File: src/ecq_pkg.sv
// ----------------------------------------------------------------------------
// ecq_pkg
// Shared types and constants for the extent coverage query block.
// ----------------------------------------------------------------------------
`default_nettype none

package ecq_pkg;

	// table geometry
	localparam int MAX_EXTENTS = 1024;
	localparam int IDX_W       = $clog2(MAX_EXTENTS);
	localparam int CNT_W       = $clog2(MAX_EXTENTS + 1);
	localparam int BLK_W       = 64;
	localparam int ENT_W       = 2 * BLK_W;

	// operation codes
	typedef enum logic [1:0] {
		OP_CLEAR  = 2'd0,
		OP_APPEND = 2'd1,
		OP_QUERY  = 2'd2,
		OP_NONE   = 2'd3
	} op_t;

	// input word
	typedef struct packed {
		op_t              operation;
		logic [BLK_W-1:0] block_start;
		logic [BLK_W-1:0] block_length;
	} req_word_t;

	// result word
	typedef struct packed {
		logic covered;
		logic rejected;
	} rsp_word_t;

	// one stored extent: first block and exclusive limit
	typedef struct packed {
		logic [BLK_W-1:0] first;
		logic [BLK_W-1:0] limit;
	} ext_t;

	// controller to extent RAM
	typedef struct packed {
		logic             wr_en;
		logic [IDX_W-1:0] wr_addr;
		ext_t             wr_ent;
		logic [IDX_W-1:0] rd_addr;
	} mem_req_t;

endpackage

`default_nettype wire

File: src/ecq_ctrl.sv
// ----------------------------------------------------------------------------
// ecq_ctrl
// Sequencer for the extent table: clear, append, lower-bound binary search
// and forward coverage walk, plus the result register.
// ----------------------------------------------------------------------------
`default_nettype none

module ecq_ctrl
	import ecq_pkg::*;
(
	input  wire logic      clk,
	input  wire logic      arst_n,
	input  wire logic      req_valid,
	output logic           req_ready,
	input  wire req_word_t req,
	output logic           rsp_valid,
	input  wire logic      rsp_ready,
	output rsp_word_t      rsp,
	output mem_req_t       mem_req,
	input  wire ext_t      rd_ent
);

	typedef enum logic [3:0] {
		ST_IDLE   = 4'b0001,
		ST_SEARCH = 4'b0010,
		ST_WALK   = 4'b0100,
		ST_RESULT = 4'b1000
	} state_t;

	localparam logic [CNT_W-1:0] CNT_ONE = CNT_W'(1);
	localparam logic [CNT_W-1:0] CNT_MAX = CNT_W'(MAX_EXTENTS);

	state_t           state_q;
	logic [CNT_W-1:0] count_q;
	logic [CNT_W-1:0] base_q;
	logic [CNT_W-1:0] span_q;
	logic [CNT_W-1:0] idx_q;
	logic [BLK_W-1:0] reach_q;
	logic [BLK_W-1:0] end_q;
	rsp_word_t        res_q;
	logic             rsp_valid_q;
	rsp_word_t        rsp_q;

	logic             accept;
	logic [BLK_W:0]   sum;
	logic             sum_ovf;
	logic [CNT_W-1:0] half;
	logic [CNT_W-1:0] probe;
	logic             probe_hit;
	logic [CNT_W-1:0] nbase;
	logic [CNT_W-1:0] nspan;
	logic [CNT_W-1:0] nprobe;
	logic             idx_in_rng;
	logic             ext_joins;
	logic             ext_reaches;
	logic             slot_free;

	assign req_ready = (state_q == ST_IDLE);
	assign accept    = req_valid && req_ready;
	assign rsp_valid = rsp_valid_q;
	assign rsp       = rsp_q;
	assign slot_free = !rsp_valid_q || rsp_ready;

	// end of the incoming range, with carry out as overflow
	assign sum     = {1'b0, req.block_start} + {1'b0, req.block_length};
	assign sum_ovf = sum[BLK_W];

	// one binary search step; read data is the limit of the current probe
	always_comb begin
		half      = span_q >> 1;
		probe     = base_q + half;
		probe_hit = (rd_ent.limit <= reach_q);
		if (probe_hit) begin
			nbase = probe + CNT_ONE;
			nspan = span_q - half - CNT_ONE;
		end else begin
			nbase = base_q;
			nspan = half;
		end
		nprobe = nbase + (nspan >> 1);
	end

	// walk step; reach stays below end while walking, so limit >= end alone
	// says the extent finishes the range
	assign idx_in_rng  = (idx_q < count_q);
	assign ext_joins   = (rd_ent.first <= reach_q);
	assign ext_reaches = (rd_ent.limit >= end_q);

	// RAM requests: append writes at the fill point, reads follow the sequencer
	always_comb begin
		mem_req.wr_en          = accept && (req.operation == OP_APPEND)
		                         && (count_q != CNT_MAX) && !sum_ovf;
		mem_req.wr_addr        = count_q[IDX_W-1:0];
		mem_req.wr_ent.first   = req.block_start;
		mem_req.wr_ent.limit   = sum[BLK_W-1:0];
		mem_req.rd_addr        = idx_q[IDX_W-1:0];
		unique case (state_q)
			ST_IDLE: begin
				mem_req.rd_addr = count_q[CNT_W-1:1];
			end
			ST_SEARCH: begin
				if (nspan == '0) begin
					mem_req.rd_addr = nbase[IDX_W-1:0];
				end else begin
					mem_req.rd_addr = nprobe[IDX_W-1:0];
				end
			end
			ST_WALK: begin
				mem_req.rd_addr = idx_q[IDX_W-1:0] + IDX_W'(1);
			end
			ST_RESULT: begin
				mem_req.rd_addr = idx_q[IDX_W-1:0];
			end
			default: begin
				mem_req.rd_addr = idx_q[IDX_W-1:0];
			end
		endcase
	end

	// datapath registers
	always_ff @(posedge clk) begin
		unique case (state_q)
			ST_IDLE: begin
				reach_q        <= req.block_start;
				end_q          <= sum[BLK_W-1:0];
				base_q         <= '0;
				span_q         <= count_q;
				res_q.rejected <= (req.operation == OP_APPEND)
				                  && ((count_q == CNT_MAX) || sum_ovf);
				res_q.covered  <= (req.operation == OP_QUERY)
				                  && (req.block_length == '0);
			end
			ST_SEARCH: begin
				base_q <= nbase;
				span_q <= nspan;
				idx_q  <= nbase;
			end
			ST_WALK: begin
				if (idx_in_rng && ext_joins) begin
					res_q.covered <= ext_reaches;
					if (rd_ent.limit > reach_q) begin
						reach_q <= rd_ent.limit;
					end
					idx_q <= idx_q + CNT_ONE;
				end
			end
			ST_RESULT: begin
				res_q <= res_q;
			end
			default: begin
				res_q <= res_q;
			end
		endcase
		if (state_q == ST_RESULT && slot_free) begin
			rsp_q <= res_q;
		end
	end

	// control state
	always_ff @(posedge clk or negedge arst_n) begin
		if (!arst_n) begin
			state_q     <= ST_IDLE;
			count_q     <= '0;
			rsp_valid_q <= 1'b0;
		end else begin
			// result slot: a new word replaces the one leaving
			if (state_q == ST_RESULT && slot_free) begin
				rsp_valid_q <= 1'b1;
			end else if (rsp_valid_q && rsp_ready) begin
				rsp_valid_q <= 1'b0;
			end
			unique case (state_q)
				ST_IDLE: begin
					if (accept) begin
						if (req.operation == OP_QUERY && req.block_length != '0
						    && !sum_ovf && count_q != '0) begin
							state_q <= ST_SEARCH;
						end else begin
							state_q <= ST_RESULT;
						end
						if (req.operation == OP_CLEAR) begin
							count_q <= '0;
						end else if (mem_req.wr_en) begin
							count_q <= count_q + CNT_ONE;
						end
					end
				end
				ST_SEARCH: begin
					if (nspan == '0) begin
						state_q <= ST_WALK;
					end
				end
				ST_WALK: begin
					if (!idx_in_rng || !ext_joins || ext_reaches) begin
						state_q <= ST_RESULT;
					end
				end
				ST_RESULT: begin
					if (slot_free) begin
						state_q <= ST_IDLE;
					end
				end
				default: begin
					state_q <= ST_IDLE;
				end
			endcase
		end
	end

endmodule

`default_nettype wire
File: config.mk
export PLATFORM = sky130hd
export DESIGN_NAME = ecq_ctrl
export DESIGN_NICKNAME = d
export VERILOG_FILES = /design/src/ecq_pkg.sv /design/src/ecq_ctrl.sv
export SDC_FILE = /design/constraint.sdc
export NUM_CORES = 1
export LEC_CHECK = 0
export BUFFER_PORTS_ARGS = -buffer_cell sky130_fd_sc_hd__clkbuf_2
export CAP_MARGIN = 20
export CORE_MARGIN = 4
export CORE_UTILIZATION = 48
export CTS_CLUSTER_SIZE = 20
export DETAILED_ROUTE_END_ITERATION = 6
export PLACE_DENSITY = 0.76
export SLEW_MARGIN = 20
export SYNTH_ARGS = -nofsm -noshare
export SYNTH_HDL_FRONTEND = slang
export SYNTH_SLANG_ARGS = --single-unit
File: constraint.sdc
create_clock -name clk -period 15.75 [get_ports clk]
set_input_delay 3.15 -clock clk [delete_from_list [all_inputs] [get_ports clk]]
set_output_delay 3.15 -clock clk [all_outputs]
set_load 0.005 [all_outputs]
==> results of run 1 <==
## layout make-up
class / instances / area, um2
Inverter: 202 / 759
Multi-Input combinational cell: 1618 / 11500
Antenna cell: 3 / 7.51
Fill cell: 3625 / 16700
Clock inverter: 12 / 129
Clock buffer: 20 / 437
Sequential cell: 181 / 5360
Tap cell: 511 / 639
Timing Repair Buffer: 422 / 2130
## layer usage
layer | track usage | vias to the layer above | part of all wire
li1 | - | 8290 | -
met5 | 0 | - | 0.00050
met3 | 0.0557 | 93 | 0.081
met4 | 0.0944 | 4 | 0.028
met1 | 0.401 | 8259 | 0.42
met2 | 0.504 | 806 | 0.47
## metrics by stage
step	setup slack [ns]	hold slack [ns]	instances	util
finish	3.29	0.438	2969	0.556
floorplan	5.04	0.400	2119	-
CTS	3.21	0.443	2966	0.556
global placement	3.40	0.409	2934	0.541
global route	2.73	0.450	2969	0.556
detailed placement	3.20	0.426	2934	0.541
## registers in the layout, indices dropped and copies added (netlist names)
register and flops:
count_q 11, rsp 2, res_q 2, rsp_valid 1
end_q 64, base_q 11, idx_q 11, span_q 11
reach_q 64, state_q 4
## cells by family after synthesis
kind of cell | after synthesis | share of synthesized area
and+or+nand+nor | 675 | 0.176
AOI/OAI and AO/OA | 529 | 0.187
buffers and inverters | 320 | 0.0818
adders and majority gates | 302 | 0.208
DFF | 181 | 0.292
xor gates and xnor gates | 94 | 0.0449
muxes | 18 | 0.0103
## final timing paths
path                                        from                endpoint  slack, ns  depth (start not counted)
setup / recovery                      rd_ent[61]              mem_req[9]       3.29                         24
hold / removal                res_q[0]$_DFFE_PP_        rsp[0]$_DFFE_PP_       0.44                          0
setup reg to reg           reach_q[61]$_DFFE_PP_   reach_q[23]$_DFFE_PP_      10.74                         12
hold reg to reg               res_q[0]$_DFFE_PP_        rsp[0]$_DFFE_PP_       0.44                          0
max in group asynchronous                 arst_n  state_q[0]$_DFFE_PN1P_      12.79                          1
min in group asynchronous                 arst_n  state_q[2]$_DFFE_PN0P_       2.63                          1
## power by group
group / switching (mW) / internal, mW
Combinational: 1.38 / 0.910
Sequential: 0.0923 / 0.811
Clock: 0.199 / 0.234
Total: 1.67 / 1.96
## critical path, stage by stage
cell and delay (ns):
clkbuf_2 0.11, ha_1 0.33, a21o_1 0.19, a21o_1 0.17, a221oi_1 0.31, o31ai_1 0.22
a2111oi_0 0.88, nand3_1 0.35, nand2_1 0.81, nand2_1 0.10, o21ai_1 0.20, inv_1 0.09
ha_1 0.30, a21o_1 0.18, a21oi_1 0.23, nor2b_1 0.07, o21a_1 0.19, o41a_1 0.35
a31o_2 0.28, xnor2_1 0.12, nor2_1 0.15, mux2i_1 0.21, o22a_1 0.18, clkbuf_2 0.13
## placed cells by master, fill, tap and decap left out, drive strengths merged, types with 10 or more instances in the layout
cell and count:
nor2b 23, nor2 115, dfrtp 15, xor2 35
xnor2 59, nand3 40, o21ai 131, mux2i 14
ha 298, nor3 32, o211ai 10, nand2b 17
clkbuf 434, edfxtp 165, a221oi 10, nand2 286
and2 10, and3 15, and4 10, inv 204
a21boi 10, nor4 34, o21a 11, o31ai 12
a21oi 137, a211oi 19, nand4 61, a21o 101
==> impl_metrics.env, run 1 <==
export IMPL_post_route_min_period_ns=12.46
export IMPL_cts_root_buffer="clkbuf_16"
export IMPL_ys_seq_elements=181
export IMPL_ant_nets=0
export IMPL_critPathCaptureType="primary output"
export IMPL_postCtsHoldBufs=0
export IMPL_required_ns=12.60
export IMPL_dieArea_um2=41400
export IMPL_outcome="finished clean"
export IMPL_yosysMostFrequentCell="ha_1"
export IMPL_worstHoldPathType="reg2reg"
export IMPL_cts_setup_buffers=0
export IMPL_totalWireLength_um=64400
export IMPL_path_class="in2out"
export IMPL_hold_viol=0
export IMPL_drt_iter0_markers=1288
export IMPL_die_x_um=203
export IMPL_cts_tree="done"
export IMPL_avgSynthCellArea_um2=8.65
export IMPL_grt_max_degree=64
export IMPL_postSynthCellCount=2119
export IMPL_ys_seq_area_frac=0.292
export IMPL_synthToLayoutAreaGrowth_pct=14.3
export IMPL_num_rows=71
export IMPL_grt_overflow=0
export IMPL_synth_edf_count=165
export IMPL_htreeDepth=4
export IMPL_cts_resized_gates=0
export IMPL_placement_cell_area_um2=20400
export IMPL_synth_top_area_frac=0.270
export IMPL_dieHeight_um=203
export IMPL_yosys_top_cells_area="edfxtp_1 27%, ha_1 20%, nand2_1 5.9%, a21o_1 4.1%, inv_1 4.1%"
export IMPL_globalRouteTotalUtil=0.302
export IMPL_rsz0062_at_grt="false"
export IMPL_fin_nets=3006
export IMPL_synth_warnings=0
export IMPL_cp_data_arrival_time_ns=9.31
export IMPL_synth_commonest_cells="298 x ha_1, 286 x nand2_1, 202 x inv_1"
export IMPL_powerDensity_nw_per_um2=173
export IMPL_netlist_area_um2=18300
export IMPL_peakVddDrop_mv=0.136
export IMPL_grt_pass1_vias=17000
export IMPL_drt_first_pass_iters=7
export IMPL_worstSkewPairLatency_ns=0.45
export IMPL_ios=415
export IMPL_synth_cell_type_count=79
export IMPL_totalNegativeSetupSlack_ns=0
export IMPL_critPathLaunchType="input port"
export IMPL_clk_pin_slew_ns=0.07
export IMPL_final_area_um2=20900
export IMPL_fin_crit_sh=0.791
export IMPL_clockBufferDepth=2
export IMPL_postSynth_asyncResetShare=0.0884
export IMPL_start_util=0.486
export IMPL_drive_gt1_frac=0.196
export IMPL_tightestPinTransition_ns=1.05
export IMPL_finalSetupViolations=0
export IMPL_max_cap_violations=0
export IMPL_drcViolationCount=0
export IMPL_slew_headroom=0.296
export IMPL_critPathMaxFanout=27
export IMPL_synth_ff_type="edfxtp_1"
export IMPL_coreArea_um2=37700
export IMPL_viasPerCell=5.88
export IMPL_cts_buffers=17
export IMPL_place_congestion=1.00
export IMPL_maxSlewViolCount=0
export IMPL_antenna_found_initial=6
export IMPL_p_leak_nw=10.5
export IMPL_port_buffers=414
export IMPL_syn_nets=2683
export IMPL_fin_skew_ns=0.0122
export IMPL_max_freq_mhz=80.3
export IMPL_hpwlAfterDp_um=53900
export IMPL_synth_area_leader_cell="edfxtp_1"
export IMPL_cts_sinks=181
export IMPL_vias=17500
export IMPL_grt_pass1_wl_um=97600
export IMPL_wl_per_cell_um=21.7
export IMPL_p_total_mw=3.63
(Power assumes the default switching activity.)
==> inputs of run 2 (changes only) <==
--- a/config.mk
+++ b/config.mk
@@ -11,7 +11,7 @@
 export CORE_UTILIZATION = 48
 export CTS_CLUSTER_SIZE = 20
 export DETAILED_ROUTE_END_ITERATION = 6
-export PLACE_DENSITY = 0.76
+export PLACE_DENSITY = 0.79
 export SLEW_MARGIN = 20
 export SYNTH_ARGS = -nofsm -noshare
 export SYNTH_HDL_FRONTEND = slang
==> constraint.sdc (replaced) <==
create_clock -name clk -period 11 [get_ports clk]
set_input_delay 2.2 -clock clk [delete_from_list [all_inputs] [get_ports clk]]
set_output_delay 2.2 -clock clk [all_outputs]
set_load 0.005 [all_outputs]
==> impl_metrics.env, run 2 (synthesized netlist as in run 1, its figures left out) <==
export IMPL_die_x_um=203
export IMPL_clockBufferDepth=2
export IMPL_critPathCaptureType="primary output"
export IMPL_hold_viol=0
export IMPL_ant_nets=0
export IMPL_reg_top3="end_q x64, reach_q x64"
export IMPL_worstHoldPathType="reg2reg"
export IMPL_htreeDepth=4
export IMPL_port_buffers=414
export IMPL_worst_hold_path_endpoint="rsp[0]$_DFFE_PP_"
export IMPL_hp_start="res_q[0]$_DFFE_PP_"
export IMPL_cts_sinks=181
export IMPL_hpwlAfterDp_um=54300
export IMPL_met2_usage=0.507
export IMPL_drt_first_pass_iters=7
export IMPL_globalRouteTotalUtil=0.304
export IMPL_tightestPinTransition_ns=1.11
export IMPL_rsz0062_at_grt="false"
export IMPL_vias=17500
export IMPL_peakVddDrop_mv=0.206
export IMPL_reg2reg_slack_ns=6.48
export IMPL_maxSlewViolCount=0
export IMPL_grt_use_met1=0.401
export IMPL_wl_per_cell_um=21.9
export IMPL_finalSetupViolations=0
export IMPL_fin_skew_ns=0.0161
export IMPL_reg2regPathDepth=12
export IMPL_path_class="in2out"
export IMPL_utilization=0.558
export IMPL_place_congestion=0.995
export IMPL_totalNegativeSetupSlack_ns=0
export IMPL_grt_util_met3=0.0542
export IMPL_post_route_min_period_ns=9.59
export IMPL_instances_no_fill=2978
export IMPL_hold_path_depth=0
export IMPL_cts_root_buffer="clkbuf_16"
export IMPL_r2r_start="reach_q[37]$_DFFE_PP_"
export IMPL_worst_slack_ns=1.41
export IMPL_p_total_mw=5.19
export IMPL_powerDensity_nw_per_um2=247
export IMPL_max_cap_violations=0
export IMPL_viasPerCell=5.88
export IMPL_mostFrequentLayoutCell="clkbuf_2"
export IMPL_clk_pin_slew_ns=0.08
export IMPL_cts_resized_gates=0
export IMPL_ios=415
export IMPL_failed_checks="DRC"
export IMPL_critPathMaxFanout=23
export IMPL_outcome="complete, but fails checks"
export IMPL_grt_pass1_wl_um=98400
export IMPL_totalWireLength_um=65100
export IMPL_p_leak_nw=10.5
export IMPL_required_ns=8.80
export IMPL_grt_max_degree=64
export IMPL_fin_crit_sh=0.871
export IMPL_critPathLaunchType="input port"
export IMPL_num_rows=71
export IMPL_cts_setup_buffers=0
export IMPL_postCtsHoldBufs=0
export IMPL_worstSkewPairLatency_ns=0.46
export IMPL_cts_buffers=17
export IMPL_placement_cell_area_um2=20400
export IMPL_timing_rr_end="reach_q[14]$_DFFE_PP_"
export IMPL_dieArea_um2=41400
export IMPL_final_area_um2=21000
export IMPL_synthToLayoutAreaGrowth_pct=14.7
export IMPL_slew_headroom=0.252
export IMPL_fin_nets=3012
export IMPL_drive_gt1_frac=0.200
export IMPL_drcViolationCount=1
export IMPL_grt_pass1_vias=17100
export IMPL_start_util=0.486
export IMPL_antenna_found_initial=8
export IMPL_grt_overflow=0
export IMPL_dp_slack_ns=1.49
export IMPL_hold_worst_slack_ns=0.426
export IMPL_dieHeight_um=203
export IMPL_max_freq_mhz=104
export IMPL_cp_data_arrival_time_ns=7.39
export IMPL_dp_cells=2940
export IMPL_drt_iter0_markers=1561
export IMPL_coreArea_um2=37700
export IMPL_layout_common_cells="414 x clkbuf_2, 298 x ha_1, 286 x nand2_1"
export IMPL_grt_most_used_layer="met2"
export IMPL_cts_tree="done"
export IMPL_num_fill_cells=3560
==> run 2: area by class of cell <==
class	count	area (um2)	area share
antenna	6	15.0	0.000714
clock buffer	18	450	0.0214
clock inverter	14	133	0.00631
inverter	202	759	0.0361
multi-input combinational	1618	11500	0.546
sequential	181	5360	0.255
tap	511	639	0.0304
timing repair buffer	428	2180	0.104
==> run 2: worst max-delay path by stage <==
stage,start,to,cells past startpoint
after global routing,rd_ent[39],mem_req[9],23
after CTS,rd_ent[39],mem_req[9],23
final,rd_ent[61],mem_req[9],24
after global placement,rd_ent[61],mem_req[9],24
after floorplan,rd_ent[45],mem_req[9],22
after detailed placement,rd_ent[39],mem_req[9],23
==> run 2: worst max-delay path: stages <==
cell and delay (ns):
clkbuf_2 0.11, ha_1 0.32, a21o_1 0.18, a21o_1 0.17
a221oi_1 0.26, o31ai_1 0.23, a2111oi_0 0.45, buf_4 0.21
nand3_1 0.19, nand2_1 0.27, buf_4 0.31, o21ai_0 0.16
ha_1 0.24, a21o_1 0.16, a21oi_1 0.22, nor2b_1 0.08
o21a_1 0.19, o41a_1 0.34, a31o_2 0.27, xnor2_1 0.12
nor2_1 0.14, mux2i_1 0.20, o22a_1 0.22, clkbuf_2 0.14
==> run 2: layer usage <==
layer	vias up	share of wire
li1	8308	-
met1	8294	0.41
met2	789	0.47
met3	121	0.081
met4	8	0.032
met5	-	0.00094
==> run 2: power by group <==
group	switching (mW)	internal, mW	total, mW	leakage [nW]
Sequential	0.138	1.16	1.30	1.80
Clock	0.312	0.314	0.626	0.288
Combinational	1.94	1.32	3.27	8.46
